[config.mk]
export PLATFORM = sky130hd
export DESIGN_NAME = pedestrian_traffic_light_controller_core
export DESIGN_NICKNAME = d
export VERILOG_FILES = /design/src/sv/ptlc_pkg.sv /design/src/sv/ptlc_phase.sv /design/src/sv/pedestrian_traffic_light_controller_core.sv
export SDC_FILE = /design/constraint.sdc
export NUM_CORES = 1
export LEC_CHECK = 0
export BUFFER_PORTS_ARGS = -buffer_cell sky130_fd_sc_hd__buf_2
export CAP_MARGIN = 25
export CORE_ASPECT_RATIO = 1.4
export CORE_UTILIZATION = 46
export CTS_BUF_LIST = sky130_fd_sc_hd__clkbuf_2
export CTS_CLUSTER_DIAMETER = 30
export DETAILED_ROUTE_END_ITERATION = 6
export GPL_TIMING_DRIVEN = 1
export SLEW_MARGIN = 10
export SYNTH_ARGS = -nofsm -noshare
export SYNTH_HDL_FRONTEND = slang
export SYNTH_SLANG_ARGS = --single-unit
[constraint.sdc]
create_clock -name clk_i -period 5.9 [get_ports clk_i]
set_input_delay 0.885 -clock clk_i [delete_from_list [all_inputs] [get_ports clk_i]]
set_output_delay 0.885 -clock clk_i [all_outputs]
set_load 0.03 [all_outputs]
[src/sv/ptlc_pkg.sv]
// Shared types, constants and functions for the pedestrian traffic light controller.
package ptlc_pkg;

  localparam int unsigned SecW    = 8;
  localparam int unsigned CfgIdxW = 8;

  localparam logic [SecW-1:0] SecReset = SecW'(5);

  typedef enum logic [CfgIdxW-1:0] {
    REG_GREEN = 8'd0,
    REG_RED   = 8'd1,
    REG_BLINK = 8'd2,
    REG_WALK  = 8'd3
  } cfg_reg_e;

  typedef enum logic [3:0] {
    PH_GREEN   = 4'd0,
    PH_YEL1    = 4'd1,
    PH_RED     = 4'd2,
    PH_YEL2    = 4'd3,
    PH_HOLD_G  = 4'd4,
    PH_HOLD_Y  = 4'd5,
    PH_PBLINK1 = 4'd6,
    PH_WALK    = 4'd7,
    PH_PBLINK2 = 4'd8
  } phase_e;

  typedef struct packed {
    logic [SecW-1:0] green;
    logic [SecW-1:0] red;
    logic [SecW-1:0] blink;
    logic [SecW-1:0] walk;
  } cfg_t;

  typedef struct packed {
    logic car_green;
    logic car_yellow;
    logic car_red;
    logic walk_green;
    logic walk_yellow;
    logic walk_red;
  } lamps_t;

  function automatic logic [SecW-1:0] phase_duration(phase_e ph, cfg_t cfg);
    logic [SecW-1:0] dur;
    case (ph)
      PH_GREEN:   dur = cfg.green;
      PH_RED:     dur = cfg.red;
      PH_YEL1,
      PH_YEL2,
      PH_PBLINK1,
      PH_PBLINK2: dur = cfg.blink;
      default:    dur = cfg.walk;
    endcase
    return dur;
  endfunction

  function automatic logic is_blinking(phase_e ph);
    return (ph == PH_YEL1) || (ph == PH_YEL2) || (ph == PH_PBLINK1) || (ph == PH_PBLINK2);
  endfunction

  function automatic phase_e next_phase(phase_e ph);
    phase_e nxt;
    case (ph)
      PH_GREEN:   nxt = PH_YEL1;
      PH_YEL1:    nxt = PH_RED;
      PH_RED:     nxt = PH_YEL2;
      PH_HOLD_G,
      PH_HOLD_Y:  nxt = PH_PBLINK1;
      PH_PBLINK1: nxt = PH_WALK;
      PH_WALK:    nxt = PH_PBLINK2;
      default:    nxt = PH_GREEN;
    endcase
    return nxt;
  endfunction

  function automatic lamps_t decode_lamps(phase_e ph, logic blink);
    lamps_t l;
    l = '0;
    case (ph)
      PH_GREEN,
      PH_HOLD_G: begin
        l.car_green = 1'b1;
        l.walk_red  = 1'b1;
      end
      PH_YEL1,
      PH_YEL2,
      PH_HOLD_Y: begin
        l.car_yellow = blink;
        l.walk_red   = 1'b1;
      end
      PH_RED: begin
        l.car_red  = 1'b1;
        l.walk_red = 1'b1;
      end
      PH_PBLINK1: begin
        l.car_yellow  = blink;
        l.walk_yellow = blink;
      end
      PH_WALK: begin
        l.car_red    = 1'b1;
        l.walk_green = 1'b1;
      end
      PH_PBLINK2: begin
        l.car_yellow  = blink;
        l.walk_yellow = blink;
        l.walk_green  = 1'b1;
      end
      default: l = '0;
    endcase
    return l;
  endfunction

endpackage

[src/sv/ptlc_phase.sv]
// Phase state machine: phase, seconds counter and blink level, with lamp decode.
module ptlc_phase (
  input  logic            clk_i,
  input  logic            rst_ni,
  input  logic            step_i,
  input  logic            tick_i,
  input  logic            press_i,
  input  ptlc_pkg::cfg_t  cfg_i,
  output ptlc_pkg::lamps_t lamps_o
);
  import ptlc_pkg::*;

  phase_e          phase_q, phase_d;
  logic [SecW-1:0] secs_q, secs_d;
  logic            blink_q, blink_d;
  logic            moved;

  always_ff @(posedge clk_i or negedge rst_ni) begin
    if (!rst_ni) begin
      phase_q <= PH_GREEN;
      secs_q  <= SecReset;
      blink_q <= 1'b1;
    end else if (step_i) begin
      phase_q <= phase_d;
      secs_q  <= secs_d;
      blink_q <= blink_d;
    end
  end

  always_comb begin
    phase_d = phase_q;
    secs_d  = secs_q;
    blink_d = blink_q;
    moved   = 1'b0;
    if (press_i) begin
      case (phase_q)
        PH_GREEN: begin
          phase_d = PH_HOLD_G;
          secs_d  = phase_duration(PH_HOLD_G, cfg_i);
          blink_d = 1'b1;
          moved   = 1'b1;
        end
        PH_YEL1,
        PH_YEL2: begin
          // yellow level frozen through the hold
          phase_d = PH_HOLD_Y;
          secs_d  = phase_duration(PH_HOLD_Y, cfg_i);
          moved   = 1'b1;
        end
        PH_RED: begin
          phase_d = PH_WALK;
          secs_d  = phase_duration(PH_WALK, cfg_i);
          blink_d = 1'b1;
          moved   = 1'b1;
        end
        default: moved = 1'b0;
      endcase
    end
    if (tick_i && !moved) begin
      if (secs_q <= SecW'(1)) begin
        phase_d = next_phase(phase_q);
        secs_d  = phase_duration(next_phase(phase_q), cfg_i);
        blink_d = 1'b1;
      end else begin
        secs_d = secs_q - SecW'(1);
        if (is_blinking(phase_q)) begin
          blink_d = ~blink_q;
        end
      end
    end
  end

  assign lamps_o = decode_lamps(phase_d, blink_d);

  a_hold_keeps_level: assert property (@(posedge clk_i) disable iff (!rst_ni)
    step_i && press_i && (phase_q == PH_YEL1 || phase_q == PH_YEL2)
    |=> phase_q == PH_HOLD_Y && blink_q == $past(blink_q))
    else $error("hold after yellow lost blink level");

  a_walk_needs_press: assert property (@(posedge clk_i) disable iff (!rst_ni)
    step_i && phase_q == PH_RED && phase_d == PH_WALK |-> press_i)
    else $error("walk entered from red without a press");

  a_no_step_no_change: assert property (@(posedge clk_i) disable iff (!rst_ni)
    !step_i |=> $stable(phase_q) && $stable(secs_q) && $stable(blink_q))
    else $error("state changed without an item");

endmodule

[src/sv/pedestrian_traffic_light_controller_core.sv]
// Top level: configuration registers, item handshake and lamp result register.
// The lamps of an item are registered and appear in the cycle after the item is accepted.
// Throughput: one item per cycle; a stalled result holds off the next item until it is taken.
// Reset: phase car green, counter and durations 5 s, blink level on, no result pending.
// Configuration writes are taken every cycle and apply on the next phase entry.
module pedestrian_traffic_light_controller_core (
  input  logic                      clk_i,
  input  logic                      rst_ni,
  input  logic                      cfg_valid_i,
  output logic                      cfg_ready_o,
  input  logic [ptlc_pkg::CfgIdxW-1:0] cfg_index_i,
  input  logic [ptlc_pkg::SecW-1:0] cfg_data_i,
  input  logic                      in_valid_i,
  output logic                      in_ready_o,
  input  logic                      second_tick_i,
  input  logic                      button_press_i,
  output logic                      out_valid_o,
  input  logic                      out_ready_i,
  output logic                      car_green_o,
  output logic                      car_yellow_o,
  output logic                      car_red_o,
  output logic                      walk_green_o,
  output logic                      walk_yellow_o,
  output logic                      walk_red_o
);
  import ptlc_pkg::*;

  cfg_t   cfg_q;
  lamps_t lamps_d, lamps_q;
  logic   out_valid_q;
  logic   in_fire;

  assign cfg_ready_o = 1'b1;
  assign in_ready_o  = !out_valid_q || out_ready_i;
  assign in_fire     = in_valid_i && in_ready_o;

  always_ff @(posedge clk_i or negedge rst_ni) begin
    if (!rst_ni) begin
      cfg_q <= '{green: SecReset, red: SecReset, blink: SecReset, walk: SecReset};
    end else if (cfg_valid_i) begin
      case (cfg_index_i)
        REG_GREEN: cfg_q.green <= cfg_data_i;
        REG_RED:   cfg_q.red   <= cfg_data_i;
        REG_BLINK: cfg_q.blink <= cfg_data_i;
        REG_WALK:  cfg_q.walk  <= cfg_data_i;
        default:   cfg_q       <= cfg_q;
      endcase
    end
  end

  ptlc_phase u_phase (
    .clk_i   (clk_i),
    .rst_ni  (rst_ni),
    .step_i  (in_fire),
    .tick_i  (second_tick_i),
    .press_i (button_press_i),
    .cfg_i   (cfg_q),
    .lamps_o (lamps_d)
  );

  always_ff @(posedge clk_i or negedge rst_ni) begin
    if (!rst_ni) begin
      out_valid_q <= 1'b0;
    end else if (in_fire) begin
      out_valid_q <= 1'b1;
    end else if (out_ready_i) begin
      out_valid_q <= 1'b0;
    end
  end

  always_ff @(posedge clk_i) begin
    if (in_fire) begin
      lamps_q <= lamps_d;
    end
  end

  assign out_valid_o   = out_valid_q;
  assign car_green_o   = lamps_q.car_green;
  assign car_yellow_o  = lamps_q.car_yellow;
  assign car_red_o     = lamps_q.car_red;
  assign walk_green_o  = lamps_q.walk_green;
  assign walk_yellow_o = lamps_q.walk_yellow;
  assign walk_red_o    = lamps_q.walk_red;

  a_item_gives_result: assert property (@(posedge clk_i) disable iff (!rst_ni)
    in_fire |=> out_valid_o)
    else $error("accepted item produced no result");

  a_no_spurious_result: assert property (@(posedge clk_i) disable iff (!rst_ni)
    !in_fire && (!out_valid_o || out_ready_i) |=> !out_valid_o)
    else $error("result without an item");

  a_car_walk_exclusive: assert property (@(posedge clk_i) disable iff (!rst_ni)
    out_valid_o && walk_green_o |-> !car_green_o && !walk_red_o)
    else $error("pedestrian green with conflicting lamps");

  a_car_single_colour: assert property (@(posedge clk_i) disable iff (!rst_ni)
    out_valid_o |-> !(car_green_o && car_red_o))
    else $error("car green and red both lit");

endmodule
; Yosys cells after proc, flatten, opt, wreduce, memory -nomap -nowiden
; Index checks and enable logic that the tools add are counted.
[classes]
eq_ne = 24
n_lt_le_gt_ge = 1
bitwise = 1
n_reduce_logical = 31
n_mux = 25
add_sub_neg = 1
[op_table]
columns = cell, count
row1 = $eq A4 B3 Y1 const B, 9
row2 = $mux W8, 4
row3 = $eq A4 B2 Y1 const B, 6
row4 = $pmux W4 S6, 1
row5 = $pmux W8 S3, 1
row6 = $mux W4, 5
row7 = $eq A8 B2 Y1 const B, 2
row8 = $reduce_or A2 Y1, 7
row9 = $mux W1, 13
row10 = $eq A4 B1 Y1 const B, 3
row11 = $eq A4 B4 Y1 const B, 3
row12 = $logic_not A4 Y1, 3
row13 = $pmux W4 S3, 1
row14 = $eq A8 B1 Y1 const B, 1
row15 = $le A8 B1 Y1 const B, 1
row16 = $logic_not A8 Y1, 1
row17 = $reduce_and A2 Y1, 4
row18 = $reduce_or A4 Y1, 2
row19 = $sub A8 B1 Y8 const B, 1
row20 = $reduce_bool A2 Y1, 3
row21 = $reduce_or A6 Y1, 1
row22 = $reduce_or A5 Y1, 1
row23 = $logic_or A1 B1 Y1, 4
row24 = $reduce_and A3 Y1, 1
row25 = other kinds (3), 5
[word_totals]
out_inout_bits = 9
elab_cells = 97
ff_bits = 52

; Depth between registers and ports, before layout
[logic_depth]
ltp_word = 12
mapped_depth = 10
depth_no_buf = 8

; Hierarchy
; A second synthesis with hierarchy kept.
[hier_totals]
cells_unflattened = 294
hier_area_um2 = 3016.6
[modules_own_cells]
columns = mod, n_inst, area_per_inst_um2, cells_per_inst
row1 = ptlc_phase, 1, 1510.2, 211
row2 = pedestrian_traffic_light_controller_core, 1, 1506.4, 83

; Worst setup path before layout
; No wires, ideal clock.
[synth_path]
kind = input -> register
start = input cfg_index_i[4] (netlist name)
end = register cfg_q[25] (netlist name)
path_slack_ps = 3130
cell_stages = 4
arrival_time_ps = 2645
required_time_ps = 5775
path_cell_list = or4b_2 > nor4_2 > nor3b_2 > mux2_2
[synth_via]
elab_chain_cells = 2
[synth_rtl]
columns = element, line
row1 = start: declaration, pedestrian_traffic_light_controller_core.sv:11  ; input logic [ptlc_pkg::CfgIdxW-1:0] cfg_index_i,
row2 = $logic_not A8 Y1, pedestrian_traffic_light_controller_core.sv:41  ; case (cfg_index_i)
row3 = $reduce_and A2 Y1 (no source line), --
row4 = end signal: assignment, pedestrian_traffic_light_controller_core.sv:39  ; cfg_q <= '{green: SecReset, red: SecReset, blink: SecReset, walk: SecReset};
row5 = end signal: assignment, pedestrian_traffic_light_controller_core.sv:46  ; default: cfg_q <= cfg_q;
row6 = end: declaration, pedestrian_traffic_light_controller_core.sv:28  ; cfg_t cfg_q;
; Every way passes these cells.
; A chain may end at the register's enable or synchronous reset.

; Worst setup path in the final report
[layout_path]
start = register u_phase.secs_q[3]
end = register lamps_q (netlist bit car_yellow_o) (data pin)
[layout_via]
elab_chain_cells = 5
[layout_rtl]
columns = element, line
row1 = start: declaration, ptlc_phase.sv:14  ; logic [SecW-1:0] secs_q, secs_d;
row2 = start signal: assignment, ptlc_phase.sv:21  ; secs_q <= SecReset;
row3 = start signal: assignment, ptlc_phase.sv:25  ; secs_q <= secs_d;
row4 = $le A8 B1 Y1 (*), ptlc_phase.sv:60  ; if (secs_q <= SecW'(1)) begin
row5 = $mux W4, ptlc_phase.sv:60
row6 = $mux W4, ptlc_phase.sv:59  ; if (tick_i && !moved) begin
row7 = "$eq A4 B3 Y1, or another cell as far along", ptlc_pkg.sv:80  ; case (ph)
row8 = $reduce_or A5 Y1 (no source line), --
row9 = end signal: assignment, pedestrian_traffic_light_controller_core.sv:73  ; lamps_q <= lamps_d;
row10 = end: declaration, pedestrian_traffic_light_controller_core.sv:29  ; lamps_t lamps_d, lamps_q;
; Every way passes the cells marked *; elsewhere a longest branch is shown, timed or not.

==> implementation parameters <==
Parameter                              Value

Finish
  Fillcell total ... 584
  Area of combinational cells with multiple inputs ... roughly 1500 sq um
  Nets@finish ... 335
  Final instance count without filler cells ... 383
  Share of layout cells above drive strength 1 ... 32.2%
  Sequential cell area ... approximately 1300 sq um
  Area added between synthesis and finish ... 6.73%
  Commonest non-fill, non-tap cells in the layout ... 35 x dfrtp_1, 34 x mux2_2, 30 x buf_2, 21 x nor2_1
  Most common library cell in the layout ignoring fill and taps ... dfrtp_1
  Diode insertion count for antenna repair ... 0

Placement
  GPL Wtd Cong ... 0.779
  Post-detailed-placement half-perimeter wirelength ... about 4.7 mm
  I/O Buffers ... 30
  Number of instances in the placed design ... around 370

Drt
  Remaining antenna violation count ... 0
  Vias per cell ... 5.99
  Vias ... ~2,300
  Detailed-route DRC error count ... 0
  DRT iter0 DRCs ... about 200
  DR WL/cell ... 17.5 um
  Pre-Repair DR Iteration Count ... 4
  Detailed Route WL ... 6.72 mm

Timing
  Setup-failing EPs final ... 0
  Unrepaired setup endpoints after global routing ... false
  Shortest clock period the worst path allows after layout ... 2900 ps
  Summed negative setup slack over all endpoints ... 0 ps
  Worst Skew ... 13.8 ps
  Final hold violation count ... 0
  Portion of the clock cycle consumed by the worst path in the final layout ... 49.1%
  Fmax achieved ... 345 MHz
  Slew at the pin closest to its max-slew limit ... 887 ps
  Number of pins with negative max-slew slack in the final report ... 0
  Worst max-slew margin expressed relative to the limit ... 40.5%

Synthesis
  EDFF count, synth ... 6
  Number of unique standard cell types used by synthesis ... 60
  Post-Syn Area per Cell ... 10.4 sq um
  Synth top area share ... 29.1%
  Gate Count Post-Synth ... ~290
  Seq/Total Area, Yosys ... between 40% and 50%
  Most frequently used flop master after synthesis ... dfrtp_1
  Synth Net Count ... 314
  Mapped cell area ... 3010 sq um
  Async S/R FF share, synth ... between 80% and 90%
  Top cells by area, synth ... dfrtp_1 29%, mux2_2 13%, dfstp_2 9.6%
  Yosys warnings ... 0
  Register bit total from synthesis ... 52
  Cell type with the highest aggregate area in the netlist ... dfrtp_1

CTS
  Buffer depth of the longest clock path ... 2
  Cts bufs inserted ... 5
  Gates resized, CTS repair ... 0
  CTS H-Tree Depth ... 2
  Register clock-pin slew on the reported worst setup and hold paths ... 260 ps
  Skew-Pair Late Insertion Delay ... 430 ps
  Number of hold buffers added after CTS ... 0
  Post-CTS repair timing setup buffer count ... 0
  TritonCTS clock tree ... yes
  Clk root buf ... clkbuf_2
  Number of sinks driven by the clock tree ... 52

Floorplan
  Width of the die ... 70.4 um
  Die boundary height ... between 90 and 100 um
  Area enclosed by the die boundary ... 6880 sq um
  I/O Pins ... 32
  Core ar. ... 6250 sq um
  Number of rows created at floorplan ... 34
  Effective utilization at floorplan ... 48.2%

Worst setup path
  Worst setup EP type ... register
  Critical R2R Launch ... u_phase.secs_q[3]
  Category of the worst setup path launch point ... register
  Worst Path Arrival ... 3210 ps
  Worst setup path start ... u_phase.secs_q[3]
  Crit path kind ... reg2reg
  Required time at the worst-slack endpoint ... about 6200 ps
  Crit-path max FO ... 15

GRT
  Pin count of the biggest net entering global routing ... 47
  Global-route wire length before repair ... 11.5 mm
  Via count of the first global-routing pass ... approximately 2,300
  Initial antenna violation count ... 0
  Leftover overflow at the end of global routing ... 0
  Overall Global Routing Usage ... 21.4%

Pwr
  Power density of the placed cells ... 351 nW/um^2
  Cell leakage power ... 1.38 nW
  Total Power Consumption ... 1.13 mW
  Worst ir drop on vdd ... 0.000157 V

Worst hold path
  Type of the most critical hold path ... in2async

Run
  Max-cap violation count ... 0

Status
  Run status ... completed
==> metal layers <==
layer,GRT usage [%],up-vias,routed length (um)
met5,0,-,0
met1,28.3,1109,2970
met3,3.10,11,216
li1,-,1114,-
met2,35.2,59,3380
met4,8.31,0,144
==> logic make-up (layout without fill, tap and decap cells) <==
family | Yosys count | after routing | share of synthesized area [%]
multiplexers | 35 | 35 | 13.0
AND/OR/NAND/NOR | 91 | 91 | 17.4
adder cells (fa/ha/maj) | 2 | 2 | 0.830
AO/OA/AOI/OAI | 82 | 82 | 18.0
buffers and inverters | 23 | 45 | 5.11
flip-flops | 52 | 52 | 44.6
XOR/XNOR | 3 | 3 | 0.872
other | 1 | 1 | 0.124
==> path summary, 6_finish.rpt <==
path | end | slack, ps | cells after the start
worst max-delay path | car_yellow_o | 3000 | 6
worst min-delay path | u_phase.phase_q[1] | 260 | 1
worst max register to register | car_yellow_o | 3000 | 6
worst min register to register | cfg_q[23] | 550 | 1
max in group asynchronous | cfg_q[8] | 5090 | 2
min in group clk_i | cfg_q[23] | 550 | 1
==> power by group <==
part	total, mW	leakage, nW	switching, mW	internal [mW]
clock	0.187	0.0433	0.116	0.0714
sequential	0.539	0.637	0.109	0.431
combinational	0.401	0.696	0.216	0.185
total	1.13	1.38	0.440	0.687
==> synthesized netlist by cell type, types with 3 or more instances <==
| library cell | number |
|---|---|
| nand3_1 | 5 |
| dfrtp_1 | 35 |
| nor3_1 | 9 |
| nand2_1 | 20 |
| o211ai_1 | 3 |
| clkbuf_8 | 3 |
| buf_6 | 4 |
| inv_1 | 4 |
| a21oi_1 | 20 |
| nand2b_1 | 5 |
| a31oi_1 | 3 |
| o21ai_0 | 18 |
| and2_1 | 3 |
| nor2_1 | 21 |
| a221oi_1 | 9 |
| nor3b_1 | 3 |
| edfxtp_1 | 6 |
| a22oi_1 | 5 |
| nor2b_1 | 5 |
| mux2_2 | 34 |
| dfstp_2 | 11 |
| clkbuf_1 | 10 |
==> worst max-delay path: stages, from the launching register on <==
cell      delay [ps]
dfrtp_1          510
or4_4            540
or4_4            610
nor2_8           270
mux2_2           380
a311o_1          310
a21boi_1         150
==> layout make-up <==
| cell class | instances | share of cell area (%) |
|---|---|---|
| Clock buffer | 5 | 0.778 |
| Inverter | 4 | 0.467 |
| Sequential cell | 52 | 41.8 |
| Multi-Input combinational cell | 214 | 47.1 |
| Clock inverter | 3 | 1.28 |
| Timing Repair Buffer | 33 | 5.76 |
| Tap cell | 72 | 2.80 |
==> state kept, by name, indices dropped and copies added (netlist names) <==
signal           cells
car_yellow_o         1
u_phase.secs_q       8
walk_yellow_o        1
cfg_q               32
out_valid_o          1
car_red_o            1
car_green_o          1
walk_red_o           1
walk_green_o         1
u_phase.blink_q      1
u_phase.phase_q      4
==> stage by stage <==
step	setup slack [ps]	util, %	hold slack [ps]	instance area (sq um)
after global placement	2860	50.0	491	3130
after detailed placement	2800	50.0	498	3130
after floorplan	3130	-	480	3010
after global routing	2880	51.4	220	3220
after CTS	3000	51.1	550	3200
final	3000	51.4	261	3220
Note: power is estimated with default switching activity, not from simulation.
